===== config.mk =====
export PLATFORM = sky130hd
export DESIGN_NAME = sprite_depth_sort_top_flat
export DESIGN_NICKNAME = d
export VERILOG_FILES = /design/src/sv/sds_pkg.sv /design/src/sv/sds_if.sv /design/src/sv/sprite_depth_sort_top.sv /design/src/flat_wrapper.sv
export VERILOG_INCLUDE_DIRS = /design/src /design/src/sv
export SDC_FILE = /design/constraint.sdc
export NUM_CORES = 2
export LEC_CHECK = 0
export ABC_CLOCK_PERIOD_IN_PS = 21400
export BUFFER_PORTS_ARGS = -buffer_cell sky130_fd_sc_hd__buf_4
export CORE_ASPECT_RATIO = 1.4
export CORE_MARGIN = 5
export CORE_UTILIZATION = 45
export DETAILED_ROUTE_END_ITERATION = 8
export PLACE_DENSITY = 0.59
export SLEW_MARGIN = 20
export SYNTH_ARGS = -nofsm -noshare
export SYNTH_HDL_FRONTEND = slang
export SYNTH_SLANG_ARGS = --single-unit

===== constraint.sdc =====
create_clock -name clk -period 21.4 [get_ports clk]
set_input_delay 2.14 -clock clk [delete_from_list [all_inputs] [get_ports clk]]
set_output_delay 2.14 -clock clk [all_outputs]
set_load 0.01 [all_outputs]

===== src/sv/sprite_depth_sort_top_assert.svh =====
// Assertion macros for the depth sort block
`ifndef SPRITE_DEPTH_SORT_TOP_ASSERT_SVH
`define SPRITE_DEPTH_SORT_TOP_ASSERT_SVH

// antecedent implies consequent in the next cycle
`define SDS_ASSERT_NEXT(label, clk, rst_n, ante, cons) \
    label: assert property (@(posedge clk) disable iff (!rst_n) (ante) |=> (cons)) \
        else $error("assertion failed");

// antecedent implies consequent in the same cycle
`define SDS_ASSERT_NOW(label, clk, rst_n, ante, cons) \
    label: assert property (@(posedge clk) disable iff (!rst_n) (ante) |-> (cons)) \
        else $error("assertion failed");

`endif


===== src/sv/sds_pkg.sv =====
package sds_pkg;

    localparam int MaxObjects = 64;
    localparam int AddrW      = $clog2(MaxObjects);
    localparam int CountW     = $clog2(MaxObjects + 1);
    localparam int CoordW     = 24;
    localparam int KeyW       = 24;
    localparam int TagW       = 7;
    localparam int SqW        = 50;   // dx^2 + dy^2, dx,dy up to 25 bits
    localparam int RootW      = 25;
    localparam int DivW       = 28;   // 10 << 24 fits in 28 bits
    localparam logic [DivW-1:0] TenScaled = DivW'(10) << 24;
    localparam logic [KeyW-1:0] KeyMax = '1;

    localparam logic [0:0] RegViewerX = 1'b0;
    localparam logic [0:0] RegViewerY = 1'b1;

    typedef struct packed {
        logic signed [CoordW-1:0] pos_x;
        logic signed [CoordW-1:0] pos_y;
        logic                     obj_kind;
        logic [5:0]               obj_index;
        logic                     last_load;
    } in_item_t;

    typedef struct packed {
        logic [KeyW-1:0] inv_distance;
        logic            out_kind;
        logic [5:0]      out_index;
        logic            last_out;
    } out_item_t;

    typedef struct packed {
        logic                     reg_index;
        logic [CoordW-1:0]        data;
    } cfg_item_t;

endpackage


===== src/sv/sds_if.sv =====
interface sds_in_if;
    logic               valid;
    logic               ready;
    sds_pkg::in_item_t  data;
    modport source (output valid, output data, input ready);
    modport sink   (input valid, input data, output ready);
endinterface

interface sds_out_if;
    logic               valid;
    logic               ready;
    sds_pkg::out_item_t data;
    modport source (output valid, output data, input ready);
    modport sink   (input valid, input data, output ready);
endinterface

interface sds_cfg_if;
    logic               valid;
    logic               ready;
    logic [31:0]        reg_index;
    logic [23:0]        data;
    modport source (output valid, output reg_index, output data, input ready);
    modport sink   (input valid, input reg_index, input data, output ready);
endinterface


===== src/sv/sprite_depth_sort_top.sv =====
// Channel   Dir  Payload
// in_ch     in   pos_x, pos_y, obj_kind, obj_index, last_load
// out_ch    out  inv_distance, out_kind, out_index, last_out
// cfg_ch    in   reg_index, data (viewer_x = 0, viewer_y = 1)
// A new load is taken only after the last one is through: 2 squares, 25 root steps,
// 28 divide steps, 1 store write and a return to idle.
// On last_load, an insertion sort walks the key memory, each compare through a read
// state and a compare state, then emits the entries, each through a read and an emit state.
// Reset (rst_n, async low) clears the state, count, viewer and output valid registers only.
// Stalls on out_ch hold the emit address; in_ch is ready only when idle.
module sprite_depth_sort_top (
    input logic       clk,
    input logic       rst_n,
    sds_in_if.sink    in_ch,
    sds_out_if.source out_ch,
    sds_cfg_if.sink   cfg_ch
);

    typedef enum logic [3:0] {
        S_IDLE, S_SQ, S_ROOT, S_DIV, S_WRITE,
        S_SORT_RD, S_SORT_CMP, S_SORT_PUT, S_EMIT_RD, S_EMIT
    } state_t;

    state_t state_reg;

    // memories: key and tag, one read port, one write port each
    logic [sds_pkg::KeyW-1:0] key_mem [sds_pkg::MaxObjects];
    logic [sds_pkg::TagW-1:0] tag_mem [sds_pkg::MaxObjects];
    logic [sds_pkg::KeyW-1:0] key_rd_reg;
    logic [sds_pkg::TagW-1:0] tag_rd_reg;
    logic [sds_pkg::AddrW-1:0] rd_addr;
    logic [sds_pkg::AddrW-1:0] wr_addr;
    logic                      wr_en;
    logic [sds_pkg::KeyW-1:0]  wr_key;
    logic [sds_pkg::TagW-1:0]  wr_tag;

    logic signed [sds_pkg::CoordW-1:0] viewer_x_reg, viewer_y_reg;
    logic [sds_pkg::CountW-1:0] count_reg;
    logic                       last_reg;
    logic [sds_pkg::TagW-1:0]   tag_reg;

    // arithmetic state
    logic [sds_pkg::RootW-1:0] ax_reg, ay_reg;
    logic [sds_pkg::SqW-1:0]   rem_reg;        // sqrt remainder
    logic [sds_pkg::SqW-1:0]   sqin_reg;       // radicand being consumed
    logic [sds_pkg::RootW-1:0] root_reg;
    logic [sds_pkg::DivW-1:0]  dnum_reg;
    logic [sds_pkg::RootW:0]   drem_reg;
    logic [sds_pkg::DivW-1:0]  quot_reg;
    logic [5:0]                step_reg;
    logic                      sqphase_reg;
    logic [sds_pkg::KeyW-1:0]  key_reg;

    // sort state
    logic [sds_pkg::CountW-1:0] i_reg, j_reg;
    logic [sds_pkg::KeyW-1:0]   skey_reg;
    logic [sds_pkg::TagW-1:0]   stag_reg;
    logic [sds_pkg::CountW-1:0] e_reg;

    logic                       out_valid_reg;
    sds_pkg::out_item_t         out_reg;

    logic signed [sds_pkg::RootW-1:0] dx, dy;
    logic [sds_pkg::SqW-1:0]   sq_trial;
    logic [sds_pkg::SqW-1:0]   sq_rem_sh;
    logic [sds_pkg::RootW:0]   div_sh;
    logic [2*sds_pkg::RootW-1:0] sq_prod;
    logic [sds_pkg::RootW-1:0] sq_op;

    // input and config handshake
    assign in_ch.ready  = (state_reg == S_IDLE);
    assign cfg_ch.ready = 1'b1;
    assign out_ch.valid = out_valid_reg;
    assign out_ch.data  = out_reg;

    always_comb
    begin
        dx = sds_pkg::RootW'(viewer_x_reg) - sds_pkg::RootW'(in_ch.data.pos_x);
        dy = sds_pkg::RootW'(viewer_y_reg) - sds_pkg::RootW'(in_ch.data.pos_y);
        // one square per cycle, operand chosen by phase
        sq_op     = sqphase_reg ? ay_reg : ax_reg;
        sq_prod   = sq_op * sq_op;
        // sqrt step: two radicand bits per cycle
        sq_rem_sh = {rem_reg[sds_pkg::SqW-3:0], sqin_reg[sds_pkg::SqW-1 -: 2]};
        sq_trial  = sds_pkg::SqW'({root_reg, 2'b01});
        // divider step
        div_sh    = {drem_reg[sds_pkg::RootW-1:0], dnum_reg[sds_pkg::DivW-1]};
    end

    // memory access
    always_ff @(posedge clk)
    begin
        if (wr_en)
        begin
            key_mem[wr_addr] <= wr_key;
            tag_mem[wr_addr] <= wr_tag;
        end
        key_rd_reg <= key_mem[rd_addr];
        tag_rd_reg <= tag_mem[rd_addr];
    end

    always_comb
    begin
        wr_en   = 1'b0;
        wr_addr = count_reg[sds_pkg::AddrW-1:0];
        wr_key  = key_reg;
        wr_tag  = tag_reg;
        rd_addr = e_reg[sds_pkg::AddrW-1:0];
        case (state_reg)
            S_WRITE:
            begin
                wr_en = (count_reg < sds_pkg::CountW'(sds_pkg::MaxObjects));
            end
            S_SORT_RD:
            begin
                rd_addr = (j_reg == '0) ? i_reg[sds_pkg::AddrW-1:0]
                                        : sds_pkg::AddrW'(j_reg - 1'b1);
            end
            S_SORT_CMP:
            begin
                // shift the larger neighbor up
                wr_en   = (j_reg != '0) && (key_rd_reg > skey_reg);
                wr_addr = j_reg[sds_pkg::AddrW-1:0];
                wr_key  = key_rd_reg;
                wr_tag  = tag_rd_reg;
            end
            S_SORT_PUT:
            begin
                wr_en   = 1'b1;
                wr_addr = j_reg[sds_pkg::AddrW-1:0];
                wr_key  = skey_reg;
                wr_tag  = stag_reg;
            end
            default: ;
        endcase
    end

    // control and datapath
    always_ff @(posedge clk or negedge rst_n)
    begin
        if (!rst_n)
        begin
            state_reg     <= S_IDLE;
            viewer_x_reg  <= '0;
            viewer_y_reg  <= '0;
            count_reg     <= '0;
            out_valid_reg <= 1'b0;
        end
        else
        begin
            if (cfg_ch.valid)
            begin
                if (cfg_ch.reg_index == 32'(sds_pkg::RegViewerX))
                    viewer_x_reg <= cfg_ch.data;
                else if (cfg_ch.reg_index == 32'(sds_pkg::RegViewerY))
                    viewer_y_reg <= cfg_ch.data;
            end
            case (state_reg)
                S_IDLE:
                begin
                    if (in_ch.valid)
                    begin
                        ax_reg      <= dx[sds_pkg::RootW-1] ? -dx : dx;
                        ay_reg      <= dy[sds_pkg::RootW-1] ? -dy : dy;
                        tag_reg     <= {in_ch.data.obj_kind, in_ch.data.obj_index};
                        last_reg    <= in_ch.data.last_load;
                        sqphase_reg <= 1'b0;
                        sqin_reg    <= '0;
                        state_reg   <= S_SQ;
                    end
                end
                S_SQ:
                begin
                    sqin_reg    <= sqin_reg + sds_pkg::SqW'(sq_prod);
                    sqphase_reg <= 1'b1;
                    if (sqphase_reg)
                    begin
                        rem_reg   <= '0;
                        root_reg  <= '0;
                        step_reg  <= 6'(sds_pkg::RootW);
                        state_reg <= S_ROOT;
                    end
                end
                S_ROOT:
                begin
                    sqin_reg <= sqin_reg << 2;
                    if (sq_rem_sh >= sq_trial)
                    begin
                        rem_reg  <= sq_rem_sh - sq_trial;
                        root_reg <= {root_reg[sds_pkg::RootW-2:0], 1'b1};
                    end
                    else
                    begin
                        rem_reg  <= sq_rem_sh;
                        root_reg <= {root_reg[sds_pkg::RootW-2:0], 1'b0};
                    end
                    if (step_reg == 6'd1)
                    begin
                        dnum_reg  <= sds_pkg::TenScaled;
                        drem_reg  <= '0;
                        quot_reg  <= '0;
                        step_reg  <= 6'(sds_pkg::DivW);
                        state_reg <= S_DIV;
                    end
                    else
                        step_reg <= step_reg - 1'b1;
                end
                S_DIV:
                begin
                    dnum_reg <= dnum_reg << 1;
                    if (div_sh >= {1'b0, root_reg})
                    begin
                        drem_reg <= div_sh - {1'b0, root_reg};
                        quot_reg <= {quot_reg[sds_pkg::DivW-2:0], 1'b1};
                    end
                    else
                    begin
                        drem_reg <= div_sh;
                        quot_reg <= {quot_reg[sds_pkg::DivW-2:0], 1'b0};
                    end
                    step_reg <= step_reg - 1'b1;
                    if (step_reg == 6'd1)
                        state_reg <= S_WRITE;
                end
                S_WRITE:
                begin
                    if (count_reg < sds_pkg::CountW'(sds_pkg::MaxObjects))
                        count_reg <= count_reg + 1'b1;
                    if (last_reg)
                    begin
                        i_reg     <= sds_pkg::CountW'(1);
                        state_reg <= S_SORT_RD;
                        j_reg     <= '0;
                    end
                    else
                        state_reg <= S_IDLE;
                end
                S_SORT_RD:
                begin
                    // j == 0 means fetch entry i as the insertion key
                    if (j_reg == '0 && i_reg >= count_reg)
                    begin
                        e_reg     <= '0;
                        state_reg <= (count_reg == '0) ? S_IDLE : S_EMIT_RD;
                    end
                    else
                        state_reg <= S_SORT_CMP;
                end
                S_SORT_CMP:
                begin
                    if (j_reg == '0)
                    begin
                        skey_reg  <= key_rd_reg;
                        stag_reg  <= tag_rd_reg;
                        j_reg     <= i_reg;
                        state_reg <= S_SORT_RD;
                    end
                    else if (key_rd_reg > skey_reg)
                    begin
                        j_reg     <= j_reg - 1'b1;
                        state_reg <= (j_reg == sds_pkg::CountW'(1)) ? S_SORT_PUT
                                                                    : S_SORT_RD;
                    end
                    else
                        state_reg <= S_SORT_PUT;
                end
                S_SORT_PUT:
                begin
                    i_reg     <= i_reg + 1'b1;
                    j_reg     <= '0;
                    state_reg <= S_SORT_RD;
                end
                S_EMIT_RD:
                begin
                    state_reg <= S_EMIT;
                end
                S_EMIT:
                begin
                    if (!out_valid_reg || out_ch.ready)
                    begin
                        if (e_reg == count_reg)
                        begin
                            out_valid_reg <= 1'b0;
                            count_reg     <= '0;
                            state_reg     <= S_IDLE;
                        end
                        else
                        begin
                            out_valid_reg          <= 1'b1;
                            out_reg.inv_distance   <= key_rd_reg;
                            out_reg.out_kind       <= tag_rd_reg[6];
                            out_reg.out_index      <= tag_rd_reg[5:0];
                            out_reg.last_out       <= (e_reg + 1'b1 == count_reg);
                            e_reg                  <= e_reg + 1'b1;
                            state_reg              <= S_EMIT_RD;
                        end
                    end
                end
                default: state_reg <= S_IDLE;
            endcase
            if (state_reg != S_EMIT && out_valid_reg && out_ch.ready)
                out_valid_reg <= 1'b0;
        end
    end

    // saturated key
    always_comb
    begin
        if (root_reg == '0 || quot_reg > sds_pkg::DivW'(sds_pkg::KeyMax))
            key_reg = sds_pkg::KeyMax;
        else
            key_reg = quot_reg[sds_pkg::KeyW-1:0];
    end

`include "sprite_depth_sort_top_assert.svh"

    `SDS_ASSERT_NOW(a_no_load_busy, clk, rst_n, state_reg != S_IDLE, !in_ch.ready)
    `SDS_ASSERT_NOW(a_count_bound, clk, rst_n, 1'b1, count_reg <= sds_pkg::CountW'(sds_pkg::MaxObjects))
    `SDS_ASSERT_NEXT(a_out_hold, clk, rst_n, out_ch.valid && !out_ch.ready, out_ch.valid && $stable(out_ch.data))

endmodule


===== src/flat_wrapper.sv =====
// flat-port wrapper written by rule: the top's interface ports become plain ports
module sprite_depth_sort_top_flat 
  (clk, rst_n, in_ch_valid, in_ch_data, in_ch_ready, out_ch_valid, out_ch_data, out_ch_ready, cfg_ch_valid, cfg_ch_reg_index, cfg_ch_data, cfg_ch_ready);
  sds_in_if in_ch_i ();
  sds_out_if out_ch_i ();
  sds_cfg_if cfg_ch_i ();
  input logic clk;
  input logic rst_n;
  input wire logic [$bits(in_ch_i.valid)-1:0] in_ch_valid;
  input wire logic [$bits(in_ch_i.data)-1:0] in_ch_data;
  output wire logic [$bits(in_ch_i.ready)-1:0] in_ch_ready;
  output wire logic [$bits(out_ch_i.valid)-1:0] out_ch_valid;
  output wire logic [$bits(out_ch_i.data)-1:0] out_ch_data;
  input wire logic [$bits(out_ch_i.ready)-1:0] out_ch_ready;
  input wire logic [$bits(cfg_ch_i.valid)-1:0] cfg_ch_valid;
  input wire logic [$bits(cfg_ch_i.reg_index)-1:0] cfg_ch_reg_index;
  input wire logic [$bits(cfg_ch_i.data)-1:0] cfg_ch_data;
  output wire logic [$bits(cfg_ch_i.ready)-1:0] cfg_ch_ready;
  assign in_ch_i.valid = in_ch_valid;
  assign in_ch_i.data = in_ch_data;
  assign in_ch_ready = in_ch_i.ready;
  assign out_ch_valid = out_ch_i.valid;
  assign out_ch_data = out_ch_i.data;
  assign out_ch_i.ready = out_ch_ready;
  assign cfg_ch_i.valid = cfg_ch_valid;
  assign cfg_ch_i.reg_index = cfg_ch_reg_index;
  assign cfg_ch_i.data = cfg_ch_data;
  assign cfg_ch_ready = cfg_ch_i.ready;
  sprite_depth_sort_top u_core (.clk(clk), .rst_n(rst_n), .in_ch(in_ch_i), .out_ch(out_ch_i), .cfg_ch(cfg_ch_i));
endmodule

### Word-level counts from Yosys, hierarchy flattened

Memory sizes are Yosys's and may differ from the RTL's. A register that Yosys moved wholly into a read port is not among the register bits.
Index checks and enable logic that the tools add are counted.

| operators by class | value |
|---|---|
| bitwise gates (word level) | 2 |
| multipliers | 1 |
| add/subtract/negate cells | 12 |
| muxes and demuxes | 64 |
| reductions and logical operators | 41 |
| equality and inequality tests | 26 |
| $lt $le $gt $ge | 6 |

Operators with widths:

| kind | number |
|---|---|
| $pmux W50 S3 | 1 |
| $pmux W28 S2 | 2 |
| $mux W25 | 4 |
| $pmux W25 S2 | 2 |
| $mux W48 | 2 |
| $pmux W48 S2 | 1 |
| $mux W24 | 3 |
| $mux W7 | 10 |
| $mux W28 | 2 |
| $pmux W7 S2 | 4 |
| $add A50 B50 Y50 | 1 |
| $ge A50 B27 Y1 | 1 |
| $mul A25 B25 Y50 | 1 |
| $mux W50 | 1 |
| $neg A25 Y25 | 2 |
| $sub A24 B24 Y25 | 2 |
| $pmux W24 S2 | 1 |
| $sub A48 B27 Y48 | 1 |
| $mux W4 | 10 |
| $pmux W4 S10 | 1 |
| $eq A32 B1 Y1 const B | 1 |
| $logic_not A32 Y1 | 1 |
| $mux W6 | 5 |
| $gt A28 B24 Y1 const B | 1 |
| 41 further kinds | 92 |

| storage, ports and cells | value |
|---|---|
| output and inout bits | 35 |
| register bits after elaboration | 413 |
| word-level logic and storage cells | 182 |
| memory bits (writable) | 1,984 |
| memories | 2 |

Memory list:

| name | words | width | read ports | clocked after memory_dff | wr ports | RTL line | source |
|---|---|---|---|---|---|---|---|
| u_core.key_mem | 64 | 24 | 1 | 1 | 1 | sprite_depth_sort_top.sv:27 | `logic [sds_pkg::KeyW-1:0] key_mem [sds_pkg::MaxObjects];` |
| u_core.tag_mem | 64 | 7 | 1 | 1 | 1 | sprite_depth_sort_top.sv:28 | `logic [sds_pkg::TagW-1:0] tag_mem [sds_pkg::MaxObjects];` |

### Logic depth before layout (Yosys ltp)

| logic depth | value |
|---|---|
| depth in word-level cells | 5 |
| mapped depth | 33 |
| depth with buffers taken out | 28 |

### Worst setup path before layout

OpenSTA, ideal clock, no wires.

| path | value |
|---|---|
| path kind | register -> register |
| start | register u_core.sqphase_reg |
| end | register u_core.sqin_reg[46] (netlist bit) (data pin) |
| required time | 21,129 ps |
| arrival time | 8,077 ps |
| stages on the path, launching flop included | 31 |
| setup slack | 13,051 ps |
| setup time | 271 ps |
| cell sequence | edfxtp_1 -> clkbuf_1 -> buf_1 -> clkbuf_1 -> mux2i_1 -> inv_1 -> buf_1 -> nand2_1 -> fa_1 -> inv_1 -> fa_1 -> inv_1 -> fa_1 -> fa_1 -> inv_1 -> fa_1 -> fa_1 -> inv_1 -> fa_1 -> inv_1 -> ha_1 -> a21o_1 -> a21o_1 -> a221oi_1 -> nand2_1 -> o21ai_0 -> o21ai_1 -> and4_1 -> a2111oi_0 -> xor2_1 -> o22ai_1 |

| on the way | value |
|---|---|
| longest elaborated chain between the ends | 4 |

RTL lines:

| what | RTL line | source |
|---|---|---|
| start, declared | sprite_depth_sort_top.sv:51 | `logic sqphase_reg;` |
| start signal, assigned | sprite_depth_sort_top.sv:167 | `sqphase_reg <= 1'b0;` |
| start signal, assigned | sprite_depth_sort_top.sv:175 | `sqphase_reg <= 1'b1;` |
| $mux W25 | sprite_depth_sort_top.sv:81 | `sq_op = sqphase_reg ? ay_reg : ax_reg;` |
| $mul A25 B25 Y50 | sprite_depth_sort_top.sv:82 | `sq_prod = sq_op * sq_op;` |
| $add A50 B50 Y50 | sprite_depth_sort_top.sv:174 | `sqin_reg <= sqin_reg + sds_pkg::SqW'(sq_prod);` |
| $pmux W50 S3 | sprite_depth_sort_top.sv:158 | `case (state_reg)` |
| end signal, assigned | sprite_depth_sort_top.sv:174 |  |
| end signal, assigned | sprite_depth_sort_top.sv:186 | `sqin_reg <= sqin_reg << 2;` |
| end, declared | sprite_depth_sort_top.sv:45 | `logic [sds_pkg::SqW-1:0] sqin_reg;` |

Every way passes these cells.
A chain may end at the register's enable or synchronous reset.

### Worst setup path in the final report

| path | value |
|---|---|
| start | register u_core.sqphase_reg |
| end | register u_core.sqin_reg[48] (netlist bit) (data pin) |

Same word-level chain as after synthesis.

==> results_dict.tcl <==
set metrics [dict create \
    async_flop_share_pct 2.497 \
    hpwlAfterDp_mm 222.2 \
    synth-seq-area-share_pct 59.18 \
    final.fill_count 23540 \
    grt-ovfl-total 0 \
    fp.dieH_um 623.3 \
    final-seq-area_sq_um 71550 \
    grt_pass1_vias 82590 \
    drt_iter0_drc 8402 \
    yosysWarningCount 0 \
    cts.repair.resized 0 \
    ys_types 86 \
    wl_per_cell_um 25.43 \
    slowest_delay_ns 1.00 \
    hp-class "flip-flop to flip-flop" \
    syn_to_final_growth_pct 11.02 \
    syn_area_per_cell_sq_um 11.55 \
    syn_nets 11420 \
    ant_nets 0 \
    drv_slew 0 \
    max-cap-violations 0 \
    place_ws_ns 11.19 \
    relSlewSlack_pct 13.75 \
    via_per_inst 5.789 \
    drcViolationCount 0 \
    path_class "flip-flop to flip-flop" \
    rsz0062_at_grt "no" \
    grt.total_usage_pct 25.46 \
    synth_seq_cells 2403 \
    grt_pass1_wl_mm 533.9 \
    clock_skew_ns 0.1128 \
    crit_chain "buf_4, mux2i_1, clkinv_1, nand2_1, inv_1, fa_1, fa_1, fa_1, ha_1, inv_1, fa_1, inv_1, fa_1, fa_1, ha_1, nand4_1, or3_1, a2111oi_1, o21ai_0, o21ai_1, a211oi_1, o211ai_1, xnor2_1, o22ai_1" \
    die-area_sq_um 279300 \
    synth-main-ff-cell "edfxtp_1" \
    period_share_pct 48.48 \
    cts_tree "built" \
    clockBufferDepth 4 \
    cts_setup_buffers 0 \
    hold_violations 0 \
    cpMaxStageDelayCell "a2111oi_1" \
    status "finished clean" \
    synth.area.top_cells "edfxtp_1 (57%), fa_1 (8.6%), nand2_1 (7.4%)" \
    multi_input_area_sq_um 44260 \
    num_rows 225 \
    yosysTopAreaCell "edfxtp_1" \
    vias 82480 \
    io_pins 152 \
    arrival_ns 10.93 \
    grt_max_degree 175 \
    fin_ws_ns 11.02 \
    synth_top_area_share_pct 57.42 \
    crit_path_start_kind "flip-flop" \
    place.gp.congestion 0.8817 \
    cts_root_buf "clkbuf_16" \
    cts_buffers 233 \
    netlist_instances 10470 \
    core_sq_um 268000 \
    clk_latency_ns 0.93 \
    netlist_area_sq_um 120900 \
    start_util_pct 45.11 \
    final.setup.tns_ns 0 \
    clkTransAtPathRegs_ns 0.07 \
    firstDrtPassIters 6 \
    die_x_um 448.1 \
    drive_gt1_share_pct 8.804 \
    path_common_cell "fa_1" \
    fin_area_sq_um 134200 \
    wl_mm 362.4 \
    cts_sinks 2403 \
    largest_register_ffs 1536 \
    dpl_cell_area_sq_um 126600 \
    fin_nets 11490 \
    max_freq_mhz 96.38 \
    final.min_clock_period_ns 10.38 \
    worst_pin_slew_ns 1.282 \
    cp_max_fo 28 \
    antenna_found_initial 13 \
    setup_violations 0 \
    synth-edff-count 2312 \
    io_buffers 150 \
    hold_buffers 0 \
    crit_path_end_kind "flip-flop" \
    cts_max_level 4 \
    cp.required_ns 21.95 \
]
==> cells in the final DEF, fill, tap and decap left out, drive strengths merged, types with 61 or more instances in the layout <==
master,Yosys,routed
fa,518,518
a21o,85,85
clkbuf,315,284
ha,317,317
o21ai,160,160
xnor2,119,119
a21oi,438,438
nor4,171,171
nor2,414,414
mux2,61,61
nand3,552,552
inv,911,918
a31oi,284,284
o22ai,143,143
clkinv,5,98
nor3,63,63
buf,235,381
xor2,93,93
nand2,2380,2380
edfxtp,2312,2312
and3,314,314
==> cell type report <==
| class | count | area share [%] |
|---|---|---|
| inverter | 916 | 2.562 |
| tap | 3518 | 3.279 |
| timing repair buffer | 381 | 2.220 |
| sequential | 2403 | 53.31 |
| clock buffer | 284 | 4.609 |
| multi-input combinational | 6602 | 32.98 |
| antenna | 7 | 0.01305 |
| clock inverter | 136 | 1.034 |
==> logic make-up after synthesis <==
kind of cell             after synthesis  synth area share [%]
flip-flops                          2403                 59.18
XOR/XNOR                             212                 1.536
AND/OR/NAND/NOR                     4130                 15.04
multiplexers                          96                0.8579
adder cells (fa/ha/maj)              835                 11.86
buffers and inverters               1466                 4.834
other                                  1              0.003102
AO/OA/AOI/OAI                       1328                 6.690
==> Yosys cell counts (51+ instances only) <==
cell type	number
edfxtp_1	2312
o21ai_0	149
o22ai_1	143
and3_1	314
buf_2	174
nand2_1	2380
nor2_1	414
and2_1	51
a21oi_1	438
dfrtp_1	60
inv_1	908
nor3_1	63
nor4_1	170
xnor2_1	119
fa_1	518
ha_1	317
clkbuf_1	315
a31oi_1	284
a21o_1	85
mux2_2	61
xor2_1	93
nand3_1	552
==> path summary, 6_finish.rpt <==
check,start,endpoint,slack (ns),cells after the start
setup / recovery,u_core.sqphase_reg,u_core.sqin_reg[48],11.02,24
hold / removal,u_core.tag_rd_reg[6],u_core.out_ch.data[7],0.46,0
setup reg to reg,u_core.sqphase_reg,u_core.sqin_reg[48],11.02,24
hold reg to reg,u_core.tag_rd_reg[6],u_core.out_ch.data[7],0.46,0
max in group asynchronous,rst_n,u_core.viewer_y_reg[15],19.24,2
min in group asynchronous,rst_n,u_core.count_reg[0],1.21,1
==> worst max-delay path: cells and delay by family, from the launching register on <==
family,cells,cell delay [ns]
adders and majority gates,8,3.56
AOI/OAI and AO/OA,6,2.58
buffers and inverters,5,1.52
and+or+nand+nor,3,1.07
muxes,1,0.71
DFF,1,0.50
xor gates and xnor gates,1,0.14
==> layer usage <==
metal / part of all wire, % / global-route usage (%)
met4: 4.4 / 9.878
met3: 7.2 / 3.101
met5: 0 / 0
met2: 50 / 43.64
met1: 39 / 33.08
==> per-stage QoR <==
step | cells | util, % | hold WS [ns]
finish | 14250 | 50.08 | 0.4619
detailed placement | 13820 | 47.23 | 0.4386
floorplan | 10470 | - | 0.4179
global placement | 13820 | 47.22 | 0.4346
CTS | 14240 | 50.06 | 0.4569
global route | 14240 | 50.08 | 0.4640
Power is not shown: default switching activity piles up to over one toggle a cycle in this logic, so the estimate is an artifact.
